### src/rtl/trw_pkg.sv
// Package for the trapped rainwater total block.
// Holds sizing constants, the controller state type and the command/status structs.
// No dependencies.
package trw_pkg;

   // Store depth and bar height width
   localparam int MAX_BARS    = 128;
   localparam int HEIGHT_BITS = 16;

   // Derived widths
   localparam int ADDR_BITS  = $clog2(MAX_BARS);
   localparam int COUNT_BITS = $clog2(MAX_BARS + 1);
   localparam int TOTAL_BITS = 23;
   localparam int SUM_BITS   = ((TOTAL_BITS > HEIGHT_BITS) ? TOTAL_BITS : HEIGHT_BITS) + 1;

   // Saturation limit of the total
   localparam logic [TOTAL_BITS-1:0] TOTAL_LIMIT = '1;

   // Controller states
   typedef enum logic [2:0] {
      ST_LOAD,
      ST_BACK,
      ST_BACK_DRAIN,
      ST_FWD,
      ST_FWD_DRAIN,
      ST_SUM_DRAIN,
      ST_RESULT
   } trw_state_type;

   // Controller to datapath commands
   typedef struct packed {
      logic load;         // store one bar
      logic load_last;    // bar closes the run, arm the walks
      logic back_issue;   // read one bar of the backward walk
      logic fwd_issue;    // read one bar of the forward walk
      logic clear_count;  // run is consumed, restart the fill count
   } trw_cmd_type;

   // Datapath to controller status
   typedef struct packed {
      logic idx_zero;     // walk index at the first bar
      logic idx_last;     // walk index at the last stored bar
   } trw_status_type;

endpackage

### src/rtl/trw_ctrl.sv
// Controller for the trapped rainwater total block.
// Sequences loading, backward walk, forward walk and result hand-off.
// Depends on trw_pkg.
module trw_ctrl (
   input  logic                    clock,
   input  logic                    reset,
   input  logic                    req_valid,
   input  logic                    req_last,
   output logic                    req_stall,
   output logic                    rsp_valid,
   input  logic                    rsp_stall,
   input  trw_pkg::trw_status_type status,
   output trw_pkg::trw_cmd_type    cmd
);
   import trw_pkg::*;

   trw_state_type state_ff;
   trw_state_type state_in;
   logic          req_accept;

   // Accept bars while loading, or while a result waits unless the bar ends a run
   assign req_stall  = !((state_ff == ST_LOAD) || ((state_ff == ST_RESULT) && !req_last));
   assign req_accept = req_valid && !req_stall;

   // Next state
   always_comb begin
      state_in = state_ff;
      unique case (state_ff)
         ST_LOAD: begin
            if (req_accept && req_last) state_in = ST_BACK;
         end
         ST_BACK: begin
            if (status.idx_zero) state_in = ST_BACK_DRAIN;
         end
         ST_BACK_DRAIN: state_in = ST_FWD;
         ST_FWD: begin
            if (status.idx_last) state_in = ST_FWD_DRAIN;
         end
         ST_FWD_DRAIN:  state_in = ST_SUM_DRAIN;
         ST_SUM_DRAIN:  state_in = ST_RESULT;
         ST_RESULT: begin
            if (!rsp_stall) state_in = ST_LOAD;
         end
         default:       state_in = ST_LOAD;
      endcase
   end

   // Outputs
   always_comb begin
      cmd             = '0;
      cmd.load        = req_accept;
      cmd.load_last   = req_accept && req_last;
      cmd.back_issue  = (state_ff == ST_BACK);
      cmd.fwd_issue   = (state_ff == ST_FWD);
      cmd.clear_count = (state_ff == ST_FWD_DRAIN);
      rsp_valid       = (state_ff == ST_RESULT);
   end

   // State register
   always_ff @(posedge clock) begin
      if (reset) begin
         state_ff <= ST_LOAD;
      end else begin
         state_ff <= state_in;
      end
   end

endmodule

### src/rtl/trw_datapath.sv
// Datapath for the trapped rainwater total block.
// Bar and right-maximum stores, walk index, running maxima and the saturating total.
// Depends on trw_pkg.
module trw_datapath (
   input  logic                                clock,
   input  logic                                reset,
   input  trw_pkg::trw_cmd_type                cmd,
   output trw_pkg::trw_status_type             status,
   input  logic [15:0]                         req_height,
   output logic [trw_pkg::TOTAL_BITS-1:0]      rsp_total_water
);
   import trw_pkg::*;

   logic [HEIGHT_BITS-1:0] height_mem [MAX_BARS];
   logic [HEIGHT_BITS-1:0] rmax_mem   [MAX_BARS];

   logic [COUNT_BITS-1:0]  count_ff;
   logic [ADDR_BITS-1:0]   idx_ff;
   logic [ADDR_BITS-1:0]   idx_in;
   logic                   count_room;

   logic [HEIGHT_BITS-1:0] height_rd_ff;
   logic [HEIGHT_BITS-1:0] rmax_rd_ff;
   logic                   back_vld_ff;
   logic [ADDR_BITS-1:0]   back_addr_ff;
   logic                   fwd_vld_ff;

   logic [HEIGHT_BITS-1:0] run_ff;
   logic [HEIGHT_BITS-1:0] run_in;
   logic [HEIGHT_BITS-1:0] left_ff;
   logic [HEIGHT_BITS-1:0] left_in;
   logic [HEIGHT_BITS-1:0] water_level;
   logic [HEIGHT_BITS-1:0] diff_ff;
   logic                   diff_vld_ff;
   logic [SUM_BITS-1:0]    sum_wide;
   logic [TOTAL_BITS-1:0]  sum_ff;
   logic [TOTAL_BITS-1:0]  sum_in;

   assign count_room = (count_ff < COUNT_BITS'(MAX_BARS));

   // Walk status
   assign status.idx_zero = (idx_ff == '0);
   assign status.idx_last = (COUNT_BITS'(idx_ff) == (count_ff - COUNT_BITS'(1)));

   // Store bars; drop those past the store depth
   always_ff @(posedge clock) begin
      if (cmd.load && count_room) begin
         height_mem[count_ff[ADDR_BITS-1:0]] <= req_height[HEIGHT_BITS-1:0];
      end
   end

   // Registered reads at the walk index
   always_ff @(posedge clock) begin
      height_rd_ff <= height_mem[idx_ff];
      rmax_rd_ff   <= rmax_mem[idx_ff];
   end

   // Write right maxima from the backward walk
   always_ff @(posedge clock) begin
      if (back_vld_ff) begin
         rmax_mem[back_addr_ff] <= run_in;
      end
   end

   // Walk index: arm at the last bar, step down backward, step up forward
   always_comb begin
      idx_in = idx_ff;
      priority if (cmd.load_last) begin
         idx_in = count_room ? count_ff[ADDR_BITS-1:0] : ADDR_BITS'(MAX_BARS - 1);
      end else if (cmd.back_issue && !status.idx_zero) begin
         idx_in = idx_ff - ADDR_BITS'(1);
      end else if (cmd.fwd_issue && !status.idx_last) begin
         idx_in = idx_ff + ADDR_BITS'(1);
      end else begin
         idx_in = idx_ff;
      end
   end

   // Running maxima and water over one bar
   assign run_in      = (height_rd_ff > run_ff) ? height_rd_ff : run_ff;
   assign left_in     = (height_rd_ff > left_ff) ? height_rd_ff : left_ff;
   assign water_level = (left_in < rmax_rd_ff) ? left_in : rmax_rd_ff;

   // Saturating accumulate
   assign sum_wide = SUM_BITS'(sum_ff) + SUM_BITS'(diff_ff);
   assign sum_in   = (sum_wide > SUM_BITS'(TOTAL_LIMIT)) ? TOTAL_LIMIT
                                                         : sum_wide[TOTAL_BITS-1:0];

   // Control registers
   always_ff @(posedge clock) begin
      if (reset) begin
         count_ff    <= '0;
         idx_ff      <= '0;
         back_vld_ff <= 1'b0;
         fwd_vld_ff  <= 1'b0;
         diff_vld_ff <= 1'b0;
      end else begin
         if (cmd.clear_count) begin
            count_ff <= '0;
         end else if (cmd.load && count_room) begin
            count_ff <= count_ff + COUNT_BITS'(1);
         end
         idx_ff      <= idx_in;
         back_vld_ff <= cmd.back_issue;
         fwd_vld_ff  <= cmd.fwd_issue;
         diff_vld_ff <= fwd_vld_ff;
      end
   end

   // Walk registers; clear the running values when a run closes
   always_ff @(posedge clock) begin
      if (reset) begin
         run_ff  <= '0;
         left_ff <= '0;
         sum_ff  <= '0;
      end else if (cmd.load_last) begin
         run_ff  <= '0;
         left_ff <= '0;
         sum_ff  <= '0;
      end else begin
         if (back_vld_ff) run_ff  <= run_in;
         if (fwd_vld_ff)  left_ff <= left_in;
         if (diff_vld_ff) sum_ff  <= sum_in;
      end
   end

   // Hold the read address and per-bar water
   always_ff @(posedge clock) begin
      back_addr_ff <= idx_ff;
      diff_ff      <= water_level - height_rd_ff;
   end

   assign rsp_total_water = sum_ff;

   // Fill count stays within the store
   a_count_bound: assert property (@(posedge clock) disable iff (reset)
      count_ff <= COUNT_BITS'(MAX_BARS))
      else $error("fill count past store depth");

   // Backward and forward walks never overlap in the read pipeline
   a_walk_excl: assert property (@(posedge clock) disable iff (reset)
      !(back_vld_ff && fwd_vld_ff))
      else $error("backward and forward reads overlap");

   // Forward reads stay inside the stored run
   a_fwd_in_run: assert property (@(posedge clock) disable iff (reset)
      cmd.fwd_issue |-> (COUNT_BITS'(idx_ff) < count_ff))
      else $error("forward read past stored bars");

   // Backward walk ends at the first bar before the forward walk starts
   a_back_done: assert property (@(posedge clock) disable iff (reset)
      (cmd.back_issue && status.idx_zero) |=> (idx_ff == '0))
      else $error("walk index moved after backward walk");

endmodule

### src/rtl/trapped_rainwater_total_top.sv
// Channel   Direction  Ports                                  Transaction
// req       in         req_valid, req_stall, req_height,      one bar height, last flag
//                      req_last
// rsp       out        rsp_valid, rsp_stall, rsp_total_water  total water of one run
//
// A run of n stored bars is loaded, walked backward to build the right maxima and then
// walked forward to sum the water before the total shows; the single read port of each
// bar store sets one bar per walk cycle.
// Reset is synchronous and active high; the stores need no clearing.
// While a total waits on rsp_stall, bars that do not close a run are still taken.
// Top level of the trapped rainwater total block.
// Depends on trw_pkg, trw_ctrl and trw_datapath.
module trapped_rainwater_total_top (
   input  logic                           clock,
   input  logic                           reset,
   input  logic                           req_valid,
   output logic                           req_stall,
   input  logic [15:0]                    req_height,
   input  logic                           req_last,
   output logic                           rsp_valid,
   input  logic                           rsp_stall,
   output logic [trw_pkg::TOTAL_BITS-1:0] rsp_total_water
);
   import trw_pkg::*;

   trw_cmd_type    cmd;
   trw_status_type status;

   // Sequence the run
   trw_ctrl u_ctrl (
      .clock     (clock),
      .reset     (reset),
      .req_valid (req_valid),
      .req_last  (req_last),
      .req_stall (req_stall),
      .rsp_valid (rsp_valid),
      .rsp_stall (rsp_stall),
      .status    (status),
      .cmd       (cmd)
   );

   // Store and walk the bars
   trw_datapath u_datapath (
      .clock           (clock),
      .reset           (reset),
      .cmd             (cmd),
      .status          (status),
      .req_height      (req_height),
      .rsp_total_water (rsp_total_water)
   );

endmodule
### config.mk
export PLATFORM = sky130hd
export DESIGN_NAME = trapped_rainwater_total_top
export DESIGN_NICKNAME = d
export VERILOG_FILES = /design/src/rtl/trw_pkg.sv /design/src/rtl/trw_ctrl.sv /design/src/rtl/trw_datapath.sv /design/src/rtl/trapped_rainwater_total_top.sv
export SDC_FILE = /design/constraint.sdc
export NUM_CORES = 2
export LEC_CHECK = 0
export BUFFER_PORTS_ARGS = -buffer_cell sky130_fd_sc_hd__buf_2
export CORE_MARGIN = 5
export CORE_UTILIZATION = 55
export DETAILED_ROUTE_END_ITERATION = 10
export PLACE_DENSITY = 0.71
export SYNTH_ARGS = -nofsm -noshare
export SYNTH_HDL_FRONTEND = slang
export SYNTH_SLANG_ARGS = --single-unit
### constraint.sdc
create_clock -name clock -period 10.7 [get_ports clock]
set_input_delay 1.07 -clock clock [delete_from_list [all_inputs] [get_ports clock]]
set_output_delay 1.07 -clock clock [all_outputs]
set_load 0.005 [all_outputs]
After elaboration in Yosys (flattened, before gate mapping)
Memories as Yosys holds them, arrays and structs flattened. A register that Yosys moved wholly into a read port is not among the register bits. Cells that the tools add are included.

Bits in registers: 99. Latch bits: 0. RAM bits: 4096. Bits in read-only memories: 0. Output and inout port bits: 25. Logic and storage cells: 69. Memories: 2.

Add/sub/neg operators: 6. Multipliers: 0. Div/mod/pow operators: 0. Magnitude comparators: 5. Equality and inequality tests: 11. Shift operators: 0. Multiplexer cells: 17. Bitwise logic cells: 0. Reduce and logical (&&, ||, !) cells: 17.

Memory list: u_datapath.height_mem (words 128, bits a word 16, rd ports 1, clocked after memory_dff 1, write ports 1, line trw_datapath.sv:14) `logic [HEIGHT_BITS-1:0] height_mem [MAX_BARS];`; u_datapath.rmax_mem (words 128, bits a word 16, rd ports 1, clocked after memory_dff 1, write ports 1, line trw_datapath.sv:15) `logic [HEIGHT_BITS-1:0] rmax_mem [MAX_BARS];`.

Operator list (count): $mux W16 (3); $gt A16 B16 Y1 (2); $mux W7 (4); $add A23 B16 Y24 (1); $gt A24 B23 Y1 const B (1); $mux W23 (1); $pmux W3 S7 (1); $lt A16 B16 Y1 (1); $sub A16 B16 Y16 (1); $mux W3 (4); $eq A3 B3 Y1 const B (3); $add A8 B1 Y8 const B (1); $eq A7 B8 Y1 (1); $lt A8 B8 Y1 const B (1); $ne A2 B2 Y1 const B (4); $sub A8 B1 Y8 const B (1); $add A7 B1 Y7 const B (1); $logic_not A7 Y1 (1); $sub A7 B1 Y7 const B (1); $eq A3 B2 Y1 const B (2); $logic_and A1 B1 Y1 (6); $logic_not A1 Y1 (4); $mux W1 (4); $reduce_and A4 Y1 (1); 5 further kinds (6).

Depth between registers and ports, before layout
Depth after elaboration: 7. Mapped depth: 31.

Hierarchy
A second synthesis with hierarchy kept.

Cell total of the unflattened synthesis: 7036. Area total of the unflattened synthesis: 163922.2 um2.

Modules (own cells, without submodules): trw_datapath (times used 1, cells each 7002, area each 163658.2 um2); trw_ctrl (times used 1, cells each 34, area each 264.0 um2).

Worst setup path before layout
No wires, ideal clock.

Path type: flip-flop to flip-flop. From: reg u_datapath.run_ff[1]. To: mem u_datapath.rmax_mem[0][10], data pin. Setup time: 920 ps. Arrival time: 5973 ps. Required time: 9780 ps. Path slack: 3806 ps. Stages on the path, launching flop included: 13. Path buffers: 1. Period minus slack after synthesis: 6894 ps. Cell sequence: dfxtp_1 > inv_1 > ha_1 > nor2b_1 > o21a_1 > o21a_1 > o21a_1 > o21ai_0 > a211o_1 > a31oi_1 > o21ai_2 > buf_2 > mux2i_1.

Longest elaborated chain between the ends: 2.

Ends and longest elaborated chain: start: declaration (line trw_datapath.sv:28) `logic [HEIGHT_BITS-1:0] run_ff;`; start signal: assignment (line trw_datapath.sv:121) `if (back_vld_ff) run_ff <= run_in;`; $gt A16 B16 Y1 (line trw_datapath.sv:80) `assign run_in = (height_rd_ff > run_ff) ? height_rd_ff : run_ff;`; $mux W16 (line trw_datapath.sv:80); named net u_datapath.run_in[10] (line trw_datapath.sv:29) `logic [HEIGHT_BITS-1:0] run_in;`; end: declaration (line trw_datapath.sv:15).

The timed path passes the listed nets, and every way through them passes these cells.

Final worst setup path
From: reg u_datapath.left_ff[11]. To: reg u_datapath.diff_ff[15].

Longest elaborated chain between the ends: 5.

Ends and longest elaborated chain: start: declaration (line trw_datapath.sv:30) `logic [HEIGHT_BITS-1:0] left_ff;`; start signal: assignment (line trw_datapath.sv:122) `if (fwd_vld_ff) left_ff <= left_in;`; $gt A16 B16 Y1 * (line trw_datapath.sv:81) `assign left_in = (height_rd_ff > left_ff) ? height_rd_ff : left_ff;`; $mux W16 * (line trw_datapath.sv:81); named net u_datapath.left_in[9] (line trw_datapath.sv:31) `logic [HEIGHT_BITS-1:0] left_in;`; $lt A16 B16 Y1 (line trw_datapath.sv:82) `assign water_level = (left_in < rmax_rd_ff) ? left_in : rmax_rd_ff;`; $mux W16 * (line trw_datapath.sv:82); $sub A16 B16 Y16 * (line trw_datapath.sv:130) `diff_ff <= water_level - height_rd_ff;`; end signal: assignment (line trw_datapath.sv:130); end: declaration (line trw_datapath.sv:33) `logic [HEIGHT_BITS-1:0] diff_ff;`.

The timed path passes the listed nets; every way through them passes the cells marked *. A chain may end at the register's enable or synchronous reset.

==> impl_table.tex <==
\begin{tabular}{lr}
\hline
Metric & Value \\
\hline
\multicolumn{2}{l}{\textbf{Placement}} \\
Number of input and output port buffers inserted & 45 \\
Global placer's final weighted congestion & about 0.84 \\
Half-perimeter wire length after detailed placement & $\sim$250000 um \\
\multicolumn{2}{l}{\textbf{Clock tree}} \\
Maximum buffer depth of the clock tree & 4 \\
CTS buffer count & a little over 400 \\
\# clock sinks & approximately 4200 \\
Clock latency at the later pin of the worst-skew pair & 0.97 ns \\
Clock transition at the registers of the reported paths & about 0.070 ns \\
CTS tree & yes \\
Quantity of hold-fixing buffers added after cts & 0 \\
Number of gates resized after CTS & 0 \\
Maximum level of the CTS H-tree & 5 \\
Post-CTS setup buffer count & 0 \\
Root buffer cell & sky130\_fd\_sc\_hd\_\_clkbuf\_16 \\
\multicolumn{2}{l}{\textbf{Detailed routing}} \\
Met1 layer wirelength in the final routing & 161000 um \\
Detailed-route via count & a little under 90000 \\
Met2 Wirelength & approximately 210000 um \\
DRC viols & 0 \\
Met3 routed wirelength & 43600 um \\
Highest routing layer actually used & met5 \\
Detailed-routing iteration count for the pre-antenna-repair pass & 7 \\
1st-iter DRT viols & 12400 \\
Post-detailed-route via-to-cell ratio & about 6.7 \\
Total Routed Length & 434000 um \\
Drt wl/cell & 33.6 um \\
Antenna violation net count after detailed routing & 0 \\
\multicolumn{2}{l}{\textbf{Run status}} \\
Result of the run & completed \\
\multicolumn{2}{l}{\textbf{Critical path}} \\
Count of cells along the worst register-to-register path & 27 \\
Crit Path Class & flop to flop \\
Worst Setup Start Kind & flop \\
Crit path largest cell delay & roughly 0.68 ns \\
Slowest stage cell, crit path & sky130\_fd\_sc\_hd\_\_a2111oi\_0 \\
Maximum fanout along the worst path & 23 \\
Cell count along the critical path & 27 \\
Data arrival time of the worst path & 7.90 ns \\
Crit end category & flop \\
Kind of cell with the highest combined delay on the critical path & compound AO/OA/AOI/OAI gates \\
Critical path data required time & around 12 ns \\
Buf+Inv Stages, Crit Path & 2 \\
\multicolumn{2}{l}{\textbf{GRT}} \\
Overall Global Routing Usage & 27.7\% \\
First-pass GRT wire length & between 600000 and 700000 um \\
Number of antenna violations at the first check in global routing & 26 \\
Number of global-route vias before repair & about 85000 \\
GR Overflow Total & 0 \\
Pin count of the biggest net entering global routing & around 100 \\
\multicolumn{2}{l}{\textbf{Yosys}} \\
Instance count of the mapped netlist & roughly 8200 \\
Flops \& latches, synth & about 4200 \\
Top cells by area in the synthesized netlist & sky130\_fd\_sc\_hd\_\_edfxtp\_1 (74\%), sky130\_fd\_sc\_hd\_\_mux4\_2 (12\%), sky130\_fd\_sc\_hd\_\_mux2i\_1 (3.2\%) \\
Fraction of synthesized cell area taken by the top area cell type & 74.3\% \\
Yosys warning total & 0 \\
Number of flops mapped to enable cells by yosys & roughly 4000 \\
Largest area contributor in the netlist & sky130\_fd\_sc\_hd\_\_edfxtp\_1 \\
Synth Area per Inst & between 20 and 25 um2 \\
Proportion of synthesized chip area in sequential cells & 75.9\% \\
Top\_reg\_cell synth & sky130\_fd\_sc\_hd\_\_edfxtp\_1 \\
Total standard cell area after synthesis & $\sim$170000 um2 \\
Number of unique standard cell types used by synthesis & 66 \\
Post-synth net total & 8311 \\
Post-synthesis async set-or-reset flop share & 0\% \\
\multicolumn{2}{l}{\textbf{Timing}} \\
RSZ-0062 raised after global routing & false \\
Worst-case hold slack & 0.452 ns \\
Clock skew after layout & about 0.05 ns \\
Final total negative setup slack & 0 ns \\
Max Fclk & around 140 MHz \\
Final min period & around 7.1 ns \\
Hold Violations, Final & 0 \\
Portion of the clock cycle consumed by the worst path in the final layout & 66.0\% \\
Pins Over Slew Limit & 0 \\
Slew at the pin closest to its max-slew limit & 1.32 ns \\
Remaining max-slew budget at the tightest pin & 11.7\% \\
Number of setup violations in the final report & 0 \\
\multicolumn{2}{l}{\textbf{Min path}} \\
HP Class & flop to flop \\
Number of cells on the worst hold path & 2 \\
\multicolumn{2}{l}{\textbf{Cells and area}} \\
Layout cells sized above 1 & a little over a fifth \\
Commonest cells after routing, fill and taps aside & sky130\_fd\_sc\_hd\_\_edfxtp\_1 (4096), sky130\_fd\_sc\_hd\_\_mux4\_2 (852), sky130\_fd\_sc\_hd\_\_mux2i\_1 (519) \\
Commonest non-fill, non-tap cell in the layout & sky130\_fd\_sc\_hd\_\_edfxtp\_1 \\
Total Nets Final & around 8700 \\
Layout Area Growth over Synthesis & 12.0\% \\
\multicolumn{2}{l}{\textbf{Floorplanning}} \\
Die Wd & $\sim$560 um \\
Ports & 46 \\
Std-Cell Core Area & approximately 300000 um2 \\
Initial core utilization & $\sim$55\% \\
Die H & between 500 and 600 um \\
Row cnt & 201 \\
Full die area & 312000 um2 \\
\multicolumn{2}{l}{\textbf{Flow run}} \\
Max-cap viol count & 0 \\
\multicolumn{2}{l}{\textbf{Pwr}} \\
Areal power density over the cells & 278 nW/um2 \\
Power consumption & 51.6 mW \\
Largest voltage drop on the vdd net & between 0.0002 and 0.00025 V \\
Leak Pwr & between 50 and 60 nW \\
\hline
\end{tabular}
==> final timing paths <==
| kind | start | endpoint | slack (ns) |
|---|---|---|---|
| setup reg to reg | u_datapath.left_ff[11] | u_datapath.diff_ff[15] | 3.64 |
| setup / recovery | u_datapath.left_ff[11] | u_datapath.diff_ff[15] | 3.64 |
| hold reg to reg | u_datapath.left_ff[4] | u_datapath.left_ff[4] | 0.45 |
| hold / removal | u_datapath.left_ff[4] | u_datapath.left_ff[4] | 0.45 |
==> where the power goes <==
| group | internal, mW | switching (mW) |
|---|---|---|
| registers | 20.3 | 0.366 |
| clock network | 8.28 | 6.17 |
| logic | 5.51 | 10.9 |
| total | 34.1 | 17.5 |
==> cell usage after synthesis (29+ instances only) <==
| master | n |
|---|---|
| sky130_fd_sc_hd__edfxtp_1 | 4096 |
| sky130_fd_sc_hd__mux4_2 | 852 |
| sky130_fd_sc_hd__mux2i_1 | 533 |
| sky130_fd_sc_hd__nor2_1 | 358 |
| sky130_fd_sc_hd__a21oi_1 | 280 |
| sky130_fd_sc_hd__o221ai_1 | 261 |
| sky130_fd_sc_hd__clkbuf_1 | 196 |
| sky130_fd_sc_hd__o21ai_0 | 188 |
| sky130_fd_sc_hd__nand2_1 | 187 |
| sky130_fd_sc_hd__o22ai_1 | 181 |
| sky130_fd_sc_hd__dfxtp_1 | 131 |
| sky130_fd_sc_hd__inv_1 | 89 |
| sky130_fd_sc_hd__ha_1 | 85 |
| sky130_fd_sc_hd__buf_2 | 82 |
| sky130_fd_sc_hd__buf_6 | 67 |
| sky130_fd_sc_hd__buf_1 | 64 |
| sky130_fd_sc_hd__buf_4 | 61 |
| sky130_fd_sc_hd__nand3_1 | 59 |
| sky130_fd_sc_hd__nor3_1 | 50 |
| sky130_fd_sc_hd__a211oi_1 | 43 |
| sky130_fd_sc_hd__a21o_1 | 33 |
| sky130_fd_sc_hd__nand2b_1 | 32 |
| sky130_fd_sc_hd__xnor2_1 | 31 |
| sky130_fd_sc_hd__o311ai_0 | 29 |
==> through the flow <==
stage	util (%)	setup slack [ns]	instance area, um2	cells
2_1_floorplan	-	3.81	165000	8202
3_3_place_gp	57.3	3.55	172000	12200
4_1_cts	61.8	3.62	185000	12900
6_report	61.8	3.64	185000	12900
5_1_grt	61.8	2.90	185000	12900
3_5_place_dp	57.3	3.64	172000	12200
==> routing by layer <==
| metal | track usage (%) | vias to the layer above |
|---|---|---|
| met5 | 0 | - |
| met4 | 11.6 | 20 |
| met3 | 4.87 | 932 |
| met2 | 44.1 | 5430 |
| met1 | 38.5 | 45300 |
| li1 | - | 35000 |
==> sequential cells by signal, summed over array words and instances, names as in the netlist, 3 cells and up <==
register	cells
u_datapath.height_mem	2048
u_datapath.rmax_mem	2048
u_datapath.rsp_total_water	23
u_datapath.diff_ff	16
u_datapath.height_rd_ff	16
u_datapath.left_ff	16
u_datapath.rmax_rd_ff	16
u_datapath.run_ff	16
u_datapath.count_ff	8
u_datapath.back_addr_ff	7
u_datapath.idx_ff	7
u_ctrl.state_ff	3
==> cell families (layout without fill, tap and decap cells) <==
group | after synthesis | after routing | share of synthesized area [%]
other | 0 | 9 | 0
multiplexers | 1391 | 1391 | 14.9
XOR/XNOR | 51 | 51 | 0.270
AND/OR/NAND/NOR | 769 | 769 | 2.02
buffers and inverters | 563 | 1325 | 1.80
AO/OA/AOI/OAI | 1113 | 1113 | 4.44
flip-flops | 4227 | 4227 | 75.9
adder cells (fa/ha/maj) | 88 | 88 | 0.679
==> tightest hold or removal path, delay by kind of cell, from the launching register on <==
| family | cells | cell delay [ns] |
|---|---|---|
| compound gates | 1 | 0.05 |
| simple gates | 1 | 0.05 |
| flops | 1 | 0.31 |
==> final cells by class <==
cell class / count / area (um2)
flip-flops and latches: 4227 / 126000
fillers: 20200 / 114000
multi-input cells: 3412 / 37200
clock buffers: 508 / 10800
well taps: 3958 / 4950
repair buffers: 466 / 3630
clock inverters: 260 / 2740
inverters: 91 / 359
diodes: 9 / 22.5
No activity file was read; power rests on OpenSTA's default activity.
